File: src/hw/rtl/cau_pkg.sv
// shared types, constants and codes of the complex arithmetic unit
// no dependencies
`default_nettype none

package cau_pkg;

  localparam int unsigned FracBits    = 16;
  localparam int unsigned OpW         = 32;
  localparam int unsigned ProdW       = 2 * OpW;
  localparam int unsigned SumW        = ProdW + 1;
  localparam int unsigned AbsW        = ProdW;
  localparam int unsigned NumShW      = AbsW + FracBits;
  localparam int unsigned HiW         = NumShW - OpW;
  localparam int unsigned DivSteps    = OpW;
  localparam int unsigned FrontStages = 5;
  localparam int unsigned Stages      = FrontStages + DivSteps + 1;

  typedef enum logic [2:0] {
    ActAdd   = 3'd0,
    ActSub   = 3'd1,
    ActMul   = 3'd2,
    ActDiv   = 3'd3,
    ActScale = 3'd4
  } cau_action_e;

  typedef enum logic [1:0] {
    StOk      = 2'd0,
    StDivZero = 2'd1,
    StSat     = 2'd2
  } cau_status_e;

  // result of everything but divide, carried past the divider
  typedef struct packed {
    logic           is_div;
    logic [1:0]     st;
    logic [OpW-1:0] rr;
    logic [OpW-1:0] ri;
  } cau_side_t;

  // one restoring-division lane: remainder and merged dividend/quotient shifter
  typedef struct packed {
    logic             neg;
    logic             ovf;
    logic [ProdW-1:0] rem;
    logic [OpW-1:0]   mq;
  } cau_lane_t;

  typedef struct packed {
    cau_side_t        side;
    logic             dz;
    logic [ProdW-1:0] den;
    cau_lane_t        re;
    cau_lane_t        im;
  } cau_dstage_t;

endpackage

`default_nettype wire

File: src/hw/rtl/cau_div_step.sv
// one restoring-division step for both quotient lanes, one register stage
// depends on cau_pkg
`default_nettype none

module cau_div_step (
  input  logic                 clk_i,
  input  logic                 rst_ni,
  input  logic                 en_i,
  input  logic                 vld_i,
  input  cau_pkg::cau_dstage_t stage_i,
  output logic                 vld_o,
  output cau_pkg::cau_dstage_t stage_o
);

  function automatic cau_pkg::cau_lane_t div_bit(cau_pkg::cau_lane_t l,
                                                 logic [cau_pkg::ProdW-1:0] den);
    logic [cau_pkg::ProdW:0] r2;
    logic [cau_pkg::ProdW:0] diff;
    cau_pkg::cau_lane_t      o;
    r2   = {l.rem, l.mq[cau_pkg::OpW-1]};
    diff = r2 - {1'b0, den};
    o    = l;
    if (r2 >= {1'b0, den}) begin
      o.rem = diff[cau_pkg::ProdW-1:0];
      o.mq  = {l.mq[cau_pkg::OpW-2:0], 1'b1};
    end else begin
      o.rem = r2[cau_pkg::ProdW-1:0];
      o.mq  = {l.mq[cau_pkg::OpW-2:0], 1'b0};
    end
    return o;
  endfunction

  logic                 vld_q;
  cau_pkg::cau_dstage_t stage_q, stage_d;

  always_comb begin
    stage_d    = stage_i;
    stage_d.re = div_bit(stage_i.re, stage_i.den);
    stage_d.im = div_bit(stage_i.im, stage_i.den);
  end

  always_ff @(posedge clk_i or negedge rst_ni) begin
    if (!rst_ni) begin
      vld_q <= 1'b0;
    end else if (en_i) begin
      vld_q <= vld_i;
    end
  end

  always_ff @(posedge clk_i) begin
    if (en_i) begin
      stage_q <= stage_d;
    end
  end

  assign vld_o   = vld_q;
  assign stage_o = stage_q;

endmodule

`default_nettype wire

File: config.mk
export PLATFORM = sky130hd
export DESIGN_NAME = cau_div_step
export DESIGN_NICKNAME = d
export VERILOG_FILES = /design/src/hw/rtl/cau_pkg.sv /design/src/hw/rtl/cau_div_step.sv
export SDC_FILE = /design/constraint.sdc
export NUM_CORES = 1
export LEC_CHECK = 0
export ABC_AREA = 1
export BUFFER_PORTS_ARGS = -buffer_cell sky130_fd_sc_hd__buf_2
export CAP_MARGIN = 20
export CORE_MARGIN = 3
export CORE_UTILIZATION = 35
export CTS_BUF_LIST = sky130_fd_sc_hd__clkbuf_8
export CTS_CLUSTER_DIAMETER = 50
export DETAILED_ROUTE_END_ITERATION = 10
export GPL_ROUTABILITY_DRIVEN = 0
export PLACE_DENSITY_LB_ADDON = 0.05
export SYNTH_ARGS = -nofsm -noshare
export SYNTH_HDL_FRONTEND = slang
export SYNTH_SLANG_ARGS = --single-unit
File: constraint.sdc
create_clock -name clk_i -period 0.8 [get_ports clk_i]
set_input_delay 0.08 -clock clk_i [delete_from_list [all_inputs] [get_ports clk_i]]
set_output_delay 0.08 -clock clk_i [all_outputs]
set_load 0.01 [all_outputs]
==> impl_metrics.json, run 1 <==
{
  "synthFlopType": "edfxtp_1",
  "wire_per_inst_um": 20.25,
  "netSwitchingFraction_pct": 35.10,
  "period_share_pct": 219.9,
  "die_y_um": 267.6,
  "antenna_left": 0,
  "grt_antenna_before_repair": 18,
  "ys_ff_latch": 329,
  "finalHoldViolCount": 0,
  "drt_iter0_markers": 2059,
  "avgSynthCellArea_um2": 7.087,
  "fin_nets": 5526,
  "numCtsBuffers": 61,
  "yosysUniqueCellTypes": 37,
  "yosysTopAreaCell": "edfxtp_1",
  "htree_levels": 2,
  "crit_path_frequent_cell": "nor2_4",
  "grt_first_pass_wirelength_um": 170900,
  "slowest_stage": "ha_4",
  "yosysSeqAreaShare_pct": 41.24,
  "tightest_slew_ps": 703.7,
  "worstPathCellList": "buf_2, clkinvlp_4, ha_4, nand2_4, nor2_4, inv_2, nor2_4, nand2_4, nor2_4, nand3_4, nand3_4, nor2_4, buf_6, clkbuf_16, nand3_1, nand2_1",
  "final_cells": 5991,
  "violations": "negative setup slack",
  "worstSetupPathType": "in2reg",
  "seq_area_um2": 9874,
  "rsz0062_at_grt": "true",
  "hp-class": "in2reg",
  "cts-root-buf": "clkbuf_8",
  "synth_edf_count": 328,
  "power.internal_mw": 40.08,
  "leakage_nw": 21.32,
  "setup_viol": 788,
  "combPwrFrac_pct": 38.6,
  "syn_area_um2": 23950,
  "final_layout_size_suffix_gt1_share_pct": 35.76,
  "grt_pass1_vias": 26811,
  "clock.fmax_mhz": 568.3,
  "vdd_drop_max_v": 0.001120,
  "place.port_buffers": 660,
  "place_hpwl_um": 99510,
  "syn-num-nets": 3841,
  "io_pins": 661,
  "arrival_ps": 2200,
  "grt_max_degree": 45,
  "netlist_instances": 3379,
  "place_inst": 5515,
  "area_delta_synth_final_pct": 67.71,
  "fin_setup_tns_ps": -412810,
  "cts_tree": "done",
  "start_kind": "primary input",
  "seq_power_share_pct": 35.7,
  "hold_slack_ps": 32.82,
  "route.detailed.drc": 0,
  "synthTopCellsByCount": "nand2_1, inv_1, edfxtp_1",
  "grt-ovfl-total": 0,
  "pre_cts_ws_ps": -1898,
  "yosysMostFrequentCell": "nand2_1",
  "critPathRequiredTime_ps": 1240,
  "fp.coreArea_um2": 67510,
  "finalClockSkew_ps": 0,
  "place_area_um2": 33850,
  "power_density_nw_per_um2": 1538,
  "rows": 95,
  "vias": 28046,
  "die-area_um2": 71590,
  "fill_cells": 6468,
  "endpoint_kind": "flop",
  "pwr-share-clk_pct": 25.8,
  "worstSkewPairLatency_ps": 700,
  "maxCapViolCount": 0,
  "switchingPower_mw": 21.67,
  "worstPathMaxFanout": 8,
  "wl_um": 121300,
  "cpPeakStageDelay_ps": 400,
  "min_period_ps": 1760,
  "yosys-top-cells-area": "edfxtp_1, nand2_1, inv_1, ha_1, nand3_1",
  "firstDrtPassIters": 6,
  "clkTransAtPathRegs_ps": 60,
  "start_util_pct": 35.47,
  "multiInputGateArea_um2": 12820,
  "cts_buffer_depth": 3,
  "slew_headroom_pct": 52.93,
  "viasPerCell": 4.681,
  "drv_slew": 0,
  "yosys_warnings": 0,
  "die_x_um": 267.6,
  "status": "finished with violations",
  "synth_top_area_share_pct": 41.13,
  "final_area_um2": 40160,
  "async_flop_share_pct": 0.3040,
  "cts_sinks": 329,
  "grt_use_total_pct": 32.46,
  "fin_ws_ps": -959.5
}
==> what timing repair did <==
action | CTS | global route
pin swaps | 25 | 44
buffers inserted | 13 | 8
gates resized for setup | 169 | 189
endpoints found under the setup margin | 459 | 788
gates cloned | 1 | 7
endpoints found under the hold margin | 478 | 3
hold buffers | 327 | 3
==> cell families after synthesis <==
logic type / count (synthesis) / synth area share [%]
AND/OR/NAND/NOR: 1991 / 34.76
buffers and inverters: 751 / 12.32
flip-flops: 329 / 41.24
adder cells (fa/ha/maj): 130 / 6.855
AO/OA/AOI/OAI: 115 / 2.508
XOR/XNOR: 62 / 2.268
multiplexers: 1 / 0.04702
==> power groups by stage <==
stage                     logic (mW)  registers (mW)  clock network (mW)
after floorplan                 8.32            23.2                   0
after global placement          20.5            22.3                   0
after detailed placement        20.6            22.3                   0
after CTS                       22.7            22.0                16.3
after global routing            25.6            22.2                17.0
final                           23.8            22.0                15.9
==> per-layer routing <==
metal,track usage [%],up-vias,part of all wire (%)
li1,-,13920,-
met1,41.55,12844,42
met2,55.66,1070,47
met3,5.475,200,7.0
met4,10.70,12,3.8
met5,0,-,0.068
==> metrics by stage <==
stage | total power [mW] | util [%]
after global placement | 42.86 | 50.13
after CTS | 60.96 | 58.06
after detailed placement | 42.87 | 50.13
after floorplan | 31.48 | -
after global routing | 64.84 | 59.46
final | 61.75 | 59.48
==> worst max-delay path, delay by kind of cell <==
| family | cells | cell delay, ps |
|---|---|---|
| adders and majority gates | 1 | 400 |
| and+or+nand+nor | 10 | 950 |
| buffers and inverters | 5 | 720 |
==> final cells by class <==
class	instances	share of cell area, %
inverters	712	6.795
clock inverters	47	0.7727
clock buffers	61	2.091
multi-input cells	2299	31.92
flip-flops and latches	329	24.59
diodes	9	0.05608
well taps	873	2.720
repair buffers	1661	31.06
==> registers in the layout, indices dropped and copies added (netlist names) <==
register  cells
stage_o     328
vld_o         1
==> layout by cell type (no fill, tap or decap), types with 79 or more instances in the layout <==
| cell type | synthesis | final |
|---|---|---|
| edfxtp_1 | 328 | 328 |
| buf_2 | 20 | 637 |
| nand3_1 | 288 | 236 |
| nand2_2 | 32 | 110 |
| dlygate4sd3_1 | 0 | 330 |
| inv_1 | 695 | 676 |
| nand2_1 | 1344 | 1247 |
| nor2_1 | 195 | 141 |
| a21oi_1 | 90 | 79 |
| buf_4 | 3 | 615 |
==> path summary, 6_finish.rpt <==
| check | cells past startpoint | start | slack [ps] | endpoint |
|---|---|---|---|---|
| worst max-delay path | 16 | stage_i[232] | -960 | stage_o[170] |
| max in group asynchronous | 3 | rst_ni | 380 | vld_o |
| worst max register to register | 1 | vld_o | 0 | vld_o |
| worst min register to register | 1 | vld_o | 590 | vld_o |
| min in group asynchronous | 3 | rst_ni | 280 | vld_o |
| worst min-delay path | 6 | stage_i[129] | 30 | stage_o[130] |
Power figures use the tool's default switching activity.
==> run 2, diff against run 1 <==
==> constraint.sdc (replaced) <==
create_clock -name clk_i -period 0.8 [get_ports clk_i]
set_input_delay 0.12 -clock clk_i [delete_from_list [all_inputs] [get_ports clk_i]]
set_output_delay 0.12 -clock clk_i [all_outputs]
set_load 0.01 [all_outputs]
==> impl_metrics.json, run 2 (same netlist as run 1, synthesis figures left out) <==
{
  "place.port_buffers": 660,
  "tightest_slew_ps": 599.6,
  "pwr-share-clk_pct": 26.4,
  "largest_reg_flops": 328,
  "slowest_stage": "ha_4",
  "cts_buffer_depth": 3,
  "cp_top_family": "buffers and inverters",
  "place_inst": 5511,
  "combPwrFrac_pct": 38.9,
  "violations": "negative setup slack",
  "start_util_pct": 35.47,
  "cts_sinks": 329,
  "worstSkewPairLatency_ps": 650,
  "drv_slew": 0,
  "min_period_ps": 1819,
  "place_hpwl_um": 98880,
  "cp_num_buf_inv": 5,
  "htree_levels": 3,
  "fin_nets": 5543,
  "grt_pass1_vias": 26911,
  "rsz0062_at_grt": "true",
  "die_x_um": 267.6,
  "critPathRequiredTime_ps": 1250,
  "area_delta_synth_final_pct": 72.27,
  "clock.fmax_mhz": 549.8,
  "numCtsBuffers": 66,
  "final_area_um2": 41250,
  "wl_um": 122200,
  "maxCapViolCount": 0,
  "grt_first_pass_wirelength_um": 170500,
  "switchingPower_mw": 22.49,
  "multiInputGateArea_um2": 13680,
  "fin_ws_ps": -1019,
  "finalPower_mw": 63.46,
  "power.internal_mw": 40.97,
  "firstDrtPassIters": 6,
  "antenna_left": 0,
  "arrival_ps": 2270,
  "rows": 95,
  "hp-class": "in2reg",
  "wire_per_inst_um": 20.33,
  "grt_max_degree": 45,
  "die-area_um2": 71590,
  "cts_tree": "done",
  "worstSetupPathType": "in2reg",
  "cts-root-buf": "clkbuf_8",
  "seq_power_share_pct": 34.7,
  "finalClockSkew_ps": 0,
  "final_cells": 6009,
  "fill_cells": 6465,
  "vdd_drop_max_v": 0.001195,
  "slew_headroom_pct": 59.89,
  "route.detailed.drc": 0,
  "drt_iter0_markers": 2048,
  "seq_area_um2": 9874,
  "io_pins": 661,
  "final_cell_mix": "nand2_1, buf_2, inv_1",
  "grt_use_total_pct": 32.42,
  "final_layout_size_suffix_gt1_share_pct": 39.67,
  "utilization_pct": 61.10,
  "leakage_nw": 21.49,
  "vias": 28175,
  "endpoint_kind": "flop",
  "setup_viol": 629,
  "grt-ovfl-total": 0,
  "cpPeakStageDelay_ps": 310,
  "status": "finished with violations",
  "grt_antenna_before_repair": 18,
  "fp.coreArea_um2": 67510,
  "power_density_nw_per_um2": 1538,
  "viasPerCell": 4.689,
  "clkTransAtPathRegs_ps": 60,
  "finalHoldViolCount": 0,
  "fin_setup_tns_ps": -362430,
  "start_kind": "primary input",
  "place_area_um2": 33800,
  "layout_commonest_cell": "nand2_1",
  "period_share_pct": 227.4,
  "netSwitchingFraction_pct": 35.44,
  "die_y_um": 267.6,
  "worstPathMaxFanout": 8,
  "worstPathCellList": "buf_8, clkinvlp_4, ha_4, nand2_2, nand2_2, a21oi_2, inv_1, o21ai_2, nand3_4, nor2_4, nand2_4, buf_12, buf_4, o21ai_2"
}
## run 2: changes by cell type in the layout (fill, tap and decap cells not counted), moves of 15 or more
cell     before   now
ha_4         56    79
nand2_1    1247  1159
ha_1         63    41
inv_1       676   635
inv_2        38    65
nand2_2     110   184
nor2_1      141   122
nand2_4      20    35
## run 2: what timing repair did
| action | CTS | global route |
|---|---|---|
| resized for setup | 112 | 497 |
| gates cloned | 0 | 9 |
| hold buffers | 331 | 0 |
| setup buffers | 11 | 24 |
| endpoints found under the hold margin | 374 | 0 |
| pin swaps | 6 | 76 |
| setup endpoints to repair | 459 | 629 |
## run 2: final timing paths
check	from	endpoint	slack, ps	depth (start not counted)
setup / recovery	stage_i[252]	stage_o[33]	-1020	14
hold / removal	en_i	stage_o[21]	50	3
setup reg to reg	vld_o	vld_o	70	1
hold reg to reg	vld_o	vld_o	500	1
max in group asynchronous	rst_ni	vld_o	310	3
min in group asynchronous	rst_ni	vld_o	360	3
## run 2: through the flow
stage / setup slack, ps / hold WS [ps]
after floorplan: -1134 / -175.6
after global placement: -1994 / -73.19
after detailed placement: -1969 / -72.40
after CTS: -964.4 / 6.810
after global routing: -1067 / 32.76
final: -1019 / 50.52
## run 2: layout make-up
| cell class | instances | share of cell area, % |
|---|---|---|
| multi-input cells | 2299 | 33.17 |
| clock buffers | 67 | 2.235 |
| flip-flops and latches | 329 | 23.94 |
| inverters | 712 | 6.661 |
| well taps | 873 | 2.648 |
| diodes | 9 | 0.05460 |
| repair buffers | 1673 | 30.57 |
| clock inverters | 47 | 0.7219 |
## run 2: per-layer routing
layer  global-route usage, %  vias to the layer above  part of all wire [%]
met5                       0                        -                 0.043
met4                   11.70                        8                   4.1
met3                   5.365                      205                   6.8
met2                   55.05                     1050                    47
met1                   41.63                    12972                    42
li1                        -                    13940                     -
## run 2: power groups by stage
stage | sequential, mW | combinational [mW] | clock [mW]
2_1_floorplan | 23.2 | 8.32 | 0
3_3_place_gp | 22.3 | 20.5 | 0
3_5_place_dp | 22.3 | 20.5 | 0
4_1_cts | 22.0 | 22.4 | 17.2
5_1_grt | 22.2 | 26.5 | 18.0
6_report | 22.0 | 24.7 | 16.7
