$ cat src/hw/rtl/cau_pkg.sv
// shared types, constants and codes of the complex arithmetic unit
// no dependencies
`default_nettype none

package cau_pkg;

  localparam int unsigned FracBits    = 16;
  localparam int unsigned OpW         = 32;
  localparam int unsigned ProdW       = 2 * OpW;
  localparam int unsigned SumW        = ProdW + 1;
  localparam int unsigned AbsW        = ProdW;
  localparam int unsigned NumShW      = AbsW + FracBits;
  localparam int unsigned HiW         = NumShW - OpW;
  localparam int unsigned DivSteps    = OpW;
  localparam int unsigned FrontStages = 5;
  localparam int unsigned Stages      = FrontStages + DivSteps + 1;

  typedef enum logic [2:0] {
    ActAdd   = 3'd0,
    ActSub   = 3'd1,
    ActMul   = 3'd2,
    ActDiv   = 3'd3,
    ActScale = 3'd4
  } cau_action_e;

  typedef enum logic [1:0] {
    StOk      = 2'd0,
    StDivZero = 2'd1,
    StSat     = 2'd2
  } cau_status_e;

  // result of everything but divide, carried past the divider
  typedef struct packed {
    logic           is_div;
    logic [1:0]     st;
    logic [OpW-1:0] rr;
    logic [OpW-1:0] ri;
  } cau_side_t;

  // one restoring-division lane: remainder and merged dividend/quotient shifter
  typedef struct packed {
    logic             neg;
    logic             ovf;
    logic [ProdW-1:0] rem;
    logic [OpW-1:0]   mq;
  } cau_lane_t;

  typedef struct packed {
    cau_side_t        side;
    logic             dz;
    logic [ProdW-1:0] den;
    cau_lane_t        re;
    cau_lane_t        im;
  } cau_dstage_t;

endpackage

`default_nettype wire

$ cat src/hw/rtl/cau_back.sv
// output stage: quotient sign and saturation, status merge, result register
// depends on cau_pkg
`default_nettype none

module cau_back (
  input  logic                           clk_i,
  input  logic                           rst_ni,
  input  logic                           en_i,
  input  logic                           vld_i,
  input  cau_pkg::cau_dstage_t           stage_i,
  output logic                           vld_o,
  output logic [cau_pkg::OpW-1:0]        res_re_o,
  output logic [cau_pkg::OpW-1:0]        res_im_o,
  output logic [1:0]                     status_o
);

  localparam logic [cau_pkg::OpW-1:0] MaxPos = {1'b0, {(cau_pkg::OpW-1){1'b1}}};
  localparam logic [cau_pkg::OpW-1:0] MinNeg = {1'b1, {(cau_pkg::OpW-1){1'b0}}};

  logic                    vld_q;
  logic [cau_pkg::OpW-1:0] rre_q, rim_q, rre_d, rim_d;
  logic [1:0]              st_q, st_d;
  logic                    sre, sim;

  always_comb begin
    sre = stage_i.re.ovf || (stage_i.re.mq > (stage_i.re.neg ? MinNeg : MaxPos));
    sim = stage_i.im.ovf || (stage_i.im.mq > (stage_i.im.neg ? MinNeg : MaxPos));
    if (!stage_i.side.is_div) begin
      rre_d = stage_i.side.rr;
      rim_d = stage_i.side.ri;
      st_d  = stage_i.side.st;
    end else if (stage_i.dz) begin
      rre_d = '0;
      rim_d = '0;
      st_d  = cau_pkg::StDivZero;
    end else begin
      if (sre) begin
        rre_d = stage_i.re.neg ? MinNeg : MaxPos;
      end else begin
        rre_d = stage_i.re.neg ? -stage_i.re.mq : stage_i.re.mq;
      end
      if (sim) begin
        rim_d = stage_i.im.neg ? MinNeg : MaxPos;
      end else begin
        rim_d = stage_i.im.neg ? -stage_i.im.mq : stage_i.im.mq;
      end
      st_d = (sre || sim) ? cau_pkg::StSat : cau_pkg::StOk;
    end
  end

  always_ff @(posedge clk_i or negedge rst_ni) begin
    if (!rst_ni) begin
      vld_q <= 1'b0;
    end else if (en_i) begin
      vld_q <= vld_i;
    end
  end

  always_ff @(posedge clk_i) begin
    if (en_i) begin
      rre_q <= rre_d;
      rim_q <= rim_d;
      st_q  <= st_d;
    end
  end

  assign vld_o    = vld_q;
  assign res_re_o = rre_q;
  assign res_im_o = rim_q;
  assign status_o = st_q;

endmodule

`default_nettype wire
$ cat config.mk
export PLATFORM = sky130hd
export DESIGN_NAME = cau_back
export DESIGN_NICKNAME = d
export VERILOG_FILES = /design/src/hw/rtl/cau_pkg.sv /design/src/hw/rtl/cau_back.sv
export SDC_FILE = /design/constraint.sdc
export NUM_CORES = 1
export LEC_CHECK = 0
export BUFFER_PORTS_ARGS = -buffer_cell sky130_fd_sc_hd__buf_2
export CORE_AREA = 2 2 157 159
export CTS_BUF_LIST = sky130_fd_sc_hd__clkbuf_8
export DETAILED_ROUTE_END_ITERATION = 7
export DIE_AREA = 0 0 159 161
export PLACE_DENSITY = 0.56
export SETUP_SLACK_MARGIN = 0.15
export SYNTH_ARGS = -nofsm -noshare
export SYNTH_HDL_FRONTEND = slang
export SYNTH_SLANG_ARGS = --single-unit
$ cat constraint.sdc
create_clock -name clk_i -period 0.9 [get_ports clk_i]
set_input_delay 0.09 -clock clk_i [delete_from_list [all_inputs] [get_ports clk_i]]
set_output_delay 0.09 -clock clk_i [all_outputs]
set_load 0.01 [all_outputs]
==> flow_metrics.py, run 1 <==
metrics = {
    "status": {
        "status": "finished with violations",
        "violations": "negative setup slack",
    },
    "worst_setup_path": {
        "cp_top_family": "simple AND/OR/NAND/NOR gates",
        "crit_end": "res_im_o[31]",
        "arrival_ns": 2.42,
        "critPathMaxFanout": 2,
        "cp-end-kind": "flip-flop",
        "r2r-start": "vld_o",
        "r2r_end": "vld_o",
        "ff2ff_setup_slack_ns": 0.14,
        "critPathBufInv": 1,
        "worstPathCellList": "buf_6 > or4_4 > or2_4 > or3_4 > nor4_4 > mux2_4 > or3_1 > o211a_1",
        "critPathLaunchType": "input pin",
        "cp.depth": 8,
        "reg2reg_depth": 1,
        "path_class": "in -> reg",
        "cp_slowest_cell": "or4_4",
        "crit_start": "stage_i[12]",
        "critPathMaxStageDelay_ns": 0.54,
        "crit_required_ns": 1.03,
    },
    "logic_synthesis": {
        "synth_top_family_by_area": "compound AO/OA/AOI/OAI gates",
        "yosys_warnings": 0,
        "syn-num-nets": 1023,
        "synth_xor_area_share_pct": 5.23,
        "synthSimpleGateAreaFrac_pct": 17.2,
        "yosys.area_share.adder_pct": 14.1,
        "synth-compound-area-share_pct": 22.8,
        "yosysSeqAreaShare_pct": 34.2,
        "ys_dominant_reg_cell": "edfxtp_1",
        "yosysUniqueCellTypes": 57,
        "avgSynthCellArea_um2": 9.39,
        "syn_area_um2": 5870,
        "synth_edf_count": 66,
        "syn_inst": 625,
        "muxShareOfSynthArea_pct": 2.45,
        "synth-async-reset-ratio_pct": 1.49,
        "ys_ff_latch": 67,
    },
    "sta": {
        "setup_viol": 132,
        "tightest_slew_ns": 0.501,
        "finalWorstSetupSlack_ns": -1.39,
        "finClkSkew_ns": 0,
        "rsz0062_at_grt": "yes",
        "finalHoldWorstSlack_ns": 0.0104,
        "setup_tns_ns": -86.45,
        "fmax_mhz": 437,
        "fin_crit_ns": 2.29,
        "slew_viol_final": 0,
        "period_share_pct": 254,
        "slew_headroom_pct": 66.6,
        "hold_viol": 0,
    },
    "pwr": {
        "total_power_mw": 10.3,
        "leakagePower_nw": 4.55,
        "ir_drop_v": 0.000540,
        "power_density_nw_per_um2": 983,
    },
    "drt": {
        "viasPerCell": 4.98,
        "routed_wirelength_um": 24900,
        "vias": 6683,
        "dr.pass1.iters": 5,
        "dr.first_iter.drc_count": 407,
        "wire_per_inst_um": 18.6,
        "detail_route.drc_violations": 0,
        "ant_nets": 0,
    },
    "clocking": {
        "cts_buffer_depth": 2,
        "cts.sinks": 67,
        "cts_buffers": 9,
        "cts_root_buffer": "clkbuf_8",
        "cts_tree": "built",
        "cts.clk_slew.worst_paths_ns": 0.09,
        "htree_levels": 3,
        "insertion_delay_ns": 0.37,
    },
    "finish": {
        "drive_above_1_share_pct": 55.1,
        "fin_area_um2": 10500,
        "fill_cells": 2321,
        "mostFrequentLayoutCells": "buf_2, buf_4, edfxtp_1",
        "area.growth.synth_to_final_pct": 78.9,
        "layout_commonest_cell": "buf_2",
        "utilization_pct": 43.8,
        "layout.nets": 1408,
    },
    "global_route": {
        "grt_pass1_wl_um": 37600,
        "grt_use_met3_pct": 2.98,
        "grt_max_degree": 42,
        "grt_overflow": 0,
        "grt_pass1_vias": 6632,
        "grt_use_met2_pct": 30.0,
        "grt_usage_pct": 19.0,
        "antenna_found_initial": 4,
        "gr-usage-met1_pct": 27.0,
        "grt_busiest_layer": "met2",
    },
    "placed_design": {
        "dpl-instance-area_um2": 8760,
        "io_buffers": 206,
        "gp_congestion": 0.854,
        "place_hpwl_um": 18300,
    },
    "die": {
        "ios": 399,
        "rows": 57,
        "start_util_pct": 24.5,
        "die_x_um": 159,
        "coreArea_um2": 24000,
        "die_y_um": 161,
        "die_area_um2": 25600,
    },
    "hold_path": {
        "holdCritPathClass": "in -> reg",
        "worst_hold_startpoint": "stage_i[323]",
    },
    "run": {
        "drv_cap": 0,
    },
}
power by group:
part           switching, mW  internal (mW)
Sequential             0.106           3.80
Combinational           2.09           2.02
Clock                   1.34          0.965
what timing repair did:
item | in CTS | in global routing
pin swaps | 57 | 33
buffers inserted | 22 | 3
resized for setup | 135 | 46
setup endpoints to repair | 133 | 134
gates cloned | 10 | 1
hold buffers | 4 | 0
endpoints found under the hold margin | 12 | 0
Yosys cell counts, drive strengths merged (4+ instances only):
master,count,area share [%]
a211o,16,2.4
a21o,4,0.51
a21oi,38,3.2
a22oi,6,0.77
clkbuf,26,1.7
edfxtp,66,34
ha,66,14
inv,31,2.0
mux2i,11,1.9
nand2,44,2.8
nand3,15,1.3
nand4,20,2.2
nor2,46,2.9
nor2b,5,0.53
nor3,17,1.5
nor4,10,1.1
o211ai,12,1.5
o21ai,38,3.2
o221ai,23,3.4
o311ai,9,1.3
o31ai,14,1.8
o41ai,7,1.6
or2,7,0.83
or3,14,1.6
or4,10,1.5
xor2,32,4.8
worst min path at each step:
stage / to / slack, ns / depth (start not counted)
global placement: vld_o / -0.13 / 1
floorplan: vld_o / -0.21 / 0
CTS: res_re_o[30] / -0.02 / 2
global route: res_re_o[30] / 0.006 / 2
detailed placement: vld_o / -0.13 / 1
finish: res_re_o[30] / 0.01 / 2
sequential cells by signal (all words and copies together), names as in the netlist:
signal / cells
res_im_o: 32
res_re_o: 32
status_o: 2
vld_o: 1
through the flow:
stage / std cells / setup slack, ns
CTS: 1334 / -1.36
finish: 1341 / -1.39
global placement: 1283 / -1.83
global route: 1339 / -1.41
detailed placement: 1283 / -1.84
floorplan: 625 / -1.68
logic make-up after synthesis:
group           Yosys count
simple gates            195
compound gates          187
flops                    67
fa+ha+maj                66
buf+inv                  61
xor+xnor                 35
mux                      14
final cells by class:
cell class	instances	area, um2	share of cell area, %
Inverter	32	133	1.26
Timing Repair Buffer	403	3060	29.1
Tap cell	324	405	3.86
Antenna cell	3	7.51	0.0715
Clock inverter	6	35.0	0.334
Clock buffer	9	124	1.18
Sequential cell	67	2010	19.1
Multi-Input combinational cell	497	4730	45.0
per-layer routing:
metal	vias to the layer above	share of wire (%)
met5	-	0
met2	224	45
met4	0	2.0
met3	31	5.2
li1	3232	-
met1	3196	48
(Power assumes the default switching activity.)
==> inputs of run 2 (changes only) <==
TNS_END_PERCENT = 5   (was unset)
==> run 2 against run 1 <==
The run still ends with negative setup slack left. Flip-flop and latch count stayed put. Die area is the same. Final area decreased by 5.0%. Core utilization is 2.2 points lower. Largest cell class unchanged.
==> flow_metrics.py, run 2 (synthesis results as in run 1) <==
metrics = {
    "status": {
        "status": "finished with violations",
        "violations": "negative setup slack",
    },
    "sta": {
        "setup_viol": 132,
        "finalHoldWorstSlack_ns": 0.00451,
        "hold_viol": 0,
        "fin_crit_ns": 2.44,
        "slew_headroom_pct": 70.3,
        "slew_viol_final": 0,
        "fmax_mhz": 410,
        "setup_tns_ns": -88.57,
        "finClkSkew_ns": 0,
        "period_share_pct": 271,
        "rsz0062_at_grt": "yes",
        "finalWorstSetupSlack_ns": -1.54,
        "tightest_slew_ns": 0.443,
    },
    "drt": {
        "vias": 6839,
        "detail_route.drc_violations": 0,
        "dr.first_iter.drc_count": 536,
        "wire_per_inst_um": 19.2,
        "routed_wirelength_um": 25800,
        "ant_nets": 0,
        "dr.pass1.iters": 5,
        "viasPerCell": 5.08,
    },
    "finish": {
        "utilization_pct": 41.6,
        "area.growth.synth_to_final_pct": 70.1,
        "drive_above_1_share_pct": 51.0,
        "layout.nets": 1413,
        "mostFrequentLayoutCells": "buf_2, buf_4, edfxtp_1",
        "fill_cells": 2374,
        "fin_cells": 1346,
        "fin_area_um2": 9970,
        "layout_commonest_cell": "buf_2",
    },
    "pwr": {
        "ir_drop_v": 0.000681,
        "p_clk_share_pct": 31.7,
        "internal_power_mw": 7.77,
        "power_density_nw_per_um2": 1130,
        "switching_share_pct": 31.3,
        "power.switching_mw": 3.53,
        "leakagePower_nw": 4.42,
        "pwr-share-comb_pct": 33.8,
        "pwr-share-seq_pct": 34.5,
    },
    "clocking": {
        "cts_tree": "built",
        "holdBufCountCts": 2,
        "cts_buffer_depth": 2,
        "htree_levels": 3,
        "cts_buffers": 9,
        "cts.clk_slew.worst_paths_ns": 0.10,
        "cts_root_buffer": "clkbuf_8",
        "insertion_delay_ns": 0.35,
        "cts.sinks": 67,
    },
    "die": {
        "coreArea_um2": 24000,
        "die_x_um": 159,
        "ios": 399,
        "rows": 57,
        "start_util_pct": 24.5,
        "die_y_um": 161,
        "die_area_um2": 25600,
    },
    "worst_setup_path": {
        "arrival_ns": 2.57,
        "cp_slowest_cell": "nor4_4",
        "critPathMaxStageDelay_ns": 0.36,
        "path_class": "in -> reg",
        "reg2reg_depth": 1,
        "crit_required_ns": 1.03,
        "cp-end-kind": "flip-flop",
        "r2r_end": "vld_o",
        "critPathMaxFanout": 8,
        "worstPathCellList": "buf_12 > buf_12 > clkbuf_16 > ha_4 > nand4_1 > buf_4 > nor4_4 > nand2_2 > o311ai_4 > buf_4 > nand4b_1 > buf_6 > o211ai_1",
        "ff2ff_setup_slack_ns": 0.13,
        "r2r-start": "vld_o",
        "critPathLaunchType": "input pin",
    },
    "global_route": {
        "grt_max_degree": 34,
        "grt_pass1_vias": 6701,
        "grt_pass1_wl_um": 38700,
        "grt_usage_pct": 19.5,
        "antenna_found_initial": 6,
        "grt_overflow": 0,
    },
    "placed_design": {
        "place_hpwl_um": 19700,
        "io_buffers": 206,
        "dp_cells": 1301,
        "dpl-instance-area_um2": 8620,
        "gp_congestion": 0.887,
    },
    "hold_path": {
        "hold_depth": 2,
        "holdCritPathClass": "in -> reg",
        "worst_hold_startpoint": "stage_i[322]",
        "holdPathEnd": "res_re_o[29]",
    },
    "run": {
        "drv_cap": 0,
    },
}
==> run 2: layout make-up <==
cell class	instances	area, um2	share of cell area (%)
Antenna cell	2	5.00	0.0502
Clock buffer	9	124	1.24
Clock inverter	7	146	1.47
Inverter	32	128	1.28
Multi-Input combinational cell	497	4290	43.0
Sequential cell	67	2010	20.1
Tap cell	324	405	4.06
Timing Repair Buffer	408	2870	28.8
==> run 2: how the worst max path moves through the flow <==
stage	start	end	depth (start not counted)
finish	stage_i[195]	res_re_o[23]	13
detailed placement	stage_i[97]	res_im_o[14]	12
global placement	stage_i[97]	res_im_o[18]	12
CTS	stage_i[21]	res_im_o[31]	8
floorplan	stage_i[21]	res_im_o[31]	7
global route	stage_i[195]	res_re_o[28]	14
==> run 2: routing by layer <==
| layer | global-route usage [%] | vias to the layer above | share of wire (%) |
|---|---|---|---|
| li1 | - | 3246 | - |
| met1 | 28.4 | 3280 | 49 |
| met2 | 28.4 | 258 | 42 |
| met3 | 4.29 | 47 | 6.4 |
| met4 | 6.74 | 8 | 2.6 |
| met5 | 0 | - | 0.21 |
==> run 2: critical path: cells and delay by family <==
family / cells / cell delay, ns
AOI/OAI and AO/OA: 2 / 0.44
and+or+nand+nor: 4 / 0.83
adders and majority gates: 1 / 0.26
buffers and inverters: 6 / 0.95
==> run 2: timing repair <==
action | CTS | global route
gates resized for setup | 119 | 28
gates cloned | 7 | 2
endpoints found under the setup margin | 133 | 133
endpoints found under the hold margin | 6 | 4
pin swaps | 48 | 17
setup buffers | 12 | 4
==> run 2: metrics by stage <==
stage | setup WS, ns | power [mW]
2_1_floorplan | -1.69 | 5.32
3_3_place_gp | -2.12 | 7.17
3_5_place_dp | -2.12 | 7.21
4_1_cts | -1.42 | 11.2
5_1_grt | -1.54 | 11.9
6_report | -1.54 | 11.3
==> run 2: power groups by stage <==
stage               Combinational (mW)  Clock (mW)  Sequential, mW
global route                      4.15        3.79            3.93
CTS                               3.65        3.66            3.90
finish                            3.83        3.58            3.90
global placement                  3.20           0            3.97
floorplan                         1.21           0            4.12
detailed placement                3.24           0            3.97
==> inputs of run 3 (changes only) <==
CTS_CLUSTER_DIAMETER = 80   (was unset)
MAX_ROUTING_LAYER = met4   (was unset)
clock period = 2.86 ns   (was 0.9 ns; I/O delays follow)
==> run 3 against run 2 <==
The run now ends clean. Power fell by 74%. Flip-flop and latch count unchanged. First-iteration DRC count fell by 29%. Clock power fell by 78%. Global-route usage decreased by 1.7 points. Critical path depth stayed put. Critical endpoint is now res_im_o[18]. Clock skew did not move.
==> flow_metrics.py, run 3 (synthesis results as in run 1) <==
metrics = {
    "status": {
        "status": "finished, final reports clean",
    },
    "sta": {
        "finalHoldWorstSlack_ns": 0.135,
        "tightest_slew_ns": 0.673,
        "slew_headroom_pct": 55.0,
        "fin_crit_ns": 2.63,
        "period_share_pct": 91.9,
        "rsz0062_at_grt": "yes",
        "fmax_mhz": 381,
        "hold_viol": 0,
        "finClkSkew_ns": 0,
        "setup_viol": 0,
        "slew_viol_final": 0,
    },
    "worst_setup_path": {
        "critPathMaxFanout": 28,
        "path_common_cell": "buf_4",
        "critPathLaunchType": "input pin",
        "path_class": "in -> reg",
        "cp-end-kind": "flip-flop",
        "worstPathCellList": "buf_2 > buf_4 > buf_12 > ha_1 > nand4_1 > buf_4 > nor2_1 > a22o_1 > o21ai_1 > buf_4 > nand3_1 > buf_4 > o311ai_0",
        "cp_slowest_cell": "o311ai_0",
        "critPathMaxStageDelay_ns": 0.48,
        "crit_required_ns": 2.97,
        "arrival_ns": 2.74,
    },
    "finish": {
        "utilization_pct": 34.8,
        "area.growth.synth_to_final_pct": 42.2,
        "layout_commonest_cell": "buf_2",
        "mostFrequentLayoutCells": "buf_2, buf_4, ha_1, edfxtp_1, nor2_1",
        "fill_cells": 2547,
        "drive_above_1_share_pct": 38.5,
        "layout.nets": 1323,
    },
    "placed_design": {
        "gp_congestion": 0.859,
        "io_buffers": 206,
        "place_hpwl_um": 18600,
    },
    "clocking": {
        "htree_levels": 3,
        "cts_tree": "built",
        "cts_buffers": 9,
        "cts.sinks": 67,
        "cts_root_buffer": "clkbuf_8",
        "insertion_delay_ns": 0.38,
        "cts.clk_slew.worst_paths_ns": 0.09,
        "cts_buffer_depth": 2,
    },
    "drt": {
        "dr.pass1.iters": 5,
        "vias": 6164,
        "wire_per_inst_um": 18.1,
        "viasPerCell": 4.90,
        "dr.first_iter.drc_count": 382,
        "ant_nets": 0,
        "routed_wirelength_um": 22700,
        "detail_route.drc_violations": 0,
    },
    "pwr": {
        "pwr-share-comb_pct": 32.4,
        "p_clk_share_pct": 26.7,
        "power_density_nw_per_um2": 357,
        "pwr-share-seq_pct": 41.0,
        "power.switching_mw": 1.03,
        "ir_drop_v": 0.000152,
        "total_power_mw": 2.97,
        "internal_power_mw": 1.94,
        "switching_share_pct": 34.6,
        "leakagePower_nw": 3.77,
    },
    "die": {
        "die_x_um": 159,
        "coreArea_um2": 24000,
        "rows": 57,
        "start_util_pct": 24.5,
        "ios": 399,
        "die_y_um": 161,
        "die_area_um2": 25600,
    },
    "global_route": {
        "grt_usage_pct": 17.8,
        "grt_max_degree": 51,
        "antenna_found_initial": 4,
        "grt_pass1_wl_um": 33900,
        "grt_pass1_vias": 5804,
        "grt_overflow": 0,
    },
    "hold_path": {
        "holdCritPathClass": "in -> reg",
    },
    "run": {
        "drv_cap": 0,
    },
}
run 3: power by group through the flow:
stage	combinational, mW	sequential [mW]	clock [mW]
after detailed placement	0.952	1.24	0
after global routing	1.06	1.23	0.845
after CTS	0.959	1.22	0.816
after global placement	0.942	1.24	0
final	0.962	1.22	0.794
after floorplan	0.372	1.29	0
run 3: repair_timing:
item | CTS | global route
hold endpoints to repair | 1 | 0
gates resized for setup | 2 | 9
cloned | 0 | 0
buffers inserted | 0 | 2
hold buffers | 1 | 0
setup endpoints to repair | 1 | 41
pin swaps | 0 | 4
run 3: layout make-up:
class                      count  area (um2)  share of cell area [%]
multi-input combinational    497        3650                    43.8
sequential                    67        2010                    24.1
tap                          324         405                    4.86
antenna                        4        10.0                   0.120
timing repair buffer         318        1970                    23.6
inverter                      32         120                    1.44
clock buffer                   9         124                    1.48
clock inverter                 7        53.8                   0.645
run 3: final timing paths:
kind | startpoint | slack (ns) | end | cells after the start
max in group asynchronous | rst_ni | 2.48 | vld_o | 2
min reg2reg | vld_o | 0.55 | vld_o | 1
min in group asynchronous | rst_ni | 0.29 | vld_o | 2
max reg2reg | vld_o | 2.09 | vld_o | 1
min | vld_i | 0.13 | vld_o | 2
max | stage_i[97] | 0.23 | res_im_o[18] | 13
run 3: routing by layer:
layer / track usage [%] / vias to the layer above / share of wire [%]
met5: - / - / 0
met4: 3.64 / 0 / 0.99
met3: 3.85 / 18 / 6.5
met2: 25.1 / 192 / 42
met1: 26.2 / 2877 / 51
li1: - / 3077 / -
run 3: worst max-delay path, delay by kind of cell:
| kind | cells | cell delay (ns) |
|---|---|---|
| simple gates | 3 | 0.29 |
| fa+ha+maj | 1 | 0.30 |
| compound gates | 3 | 0.90 |
| buf+inv | 6 | 0.97 |
run 3: through the flow:
step                TNS [ns]  std cells  setup slack [ns]  instance area (um2)
finish                     0       1258             0.233                 8340
global route               0       1258             0.143                 8340
CTS                        0       1252             0.167                 8300
detailed placement     -8.89       1235            -0.282                 8110
global placement       -7.69       1235            -0.221                 8110
floorplan                  0        625            0.0699                 5920
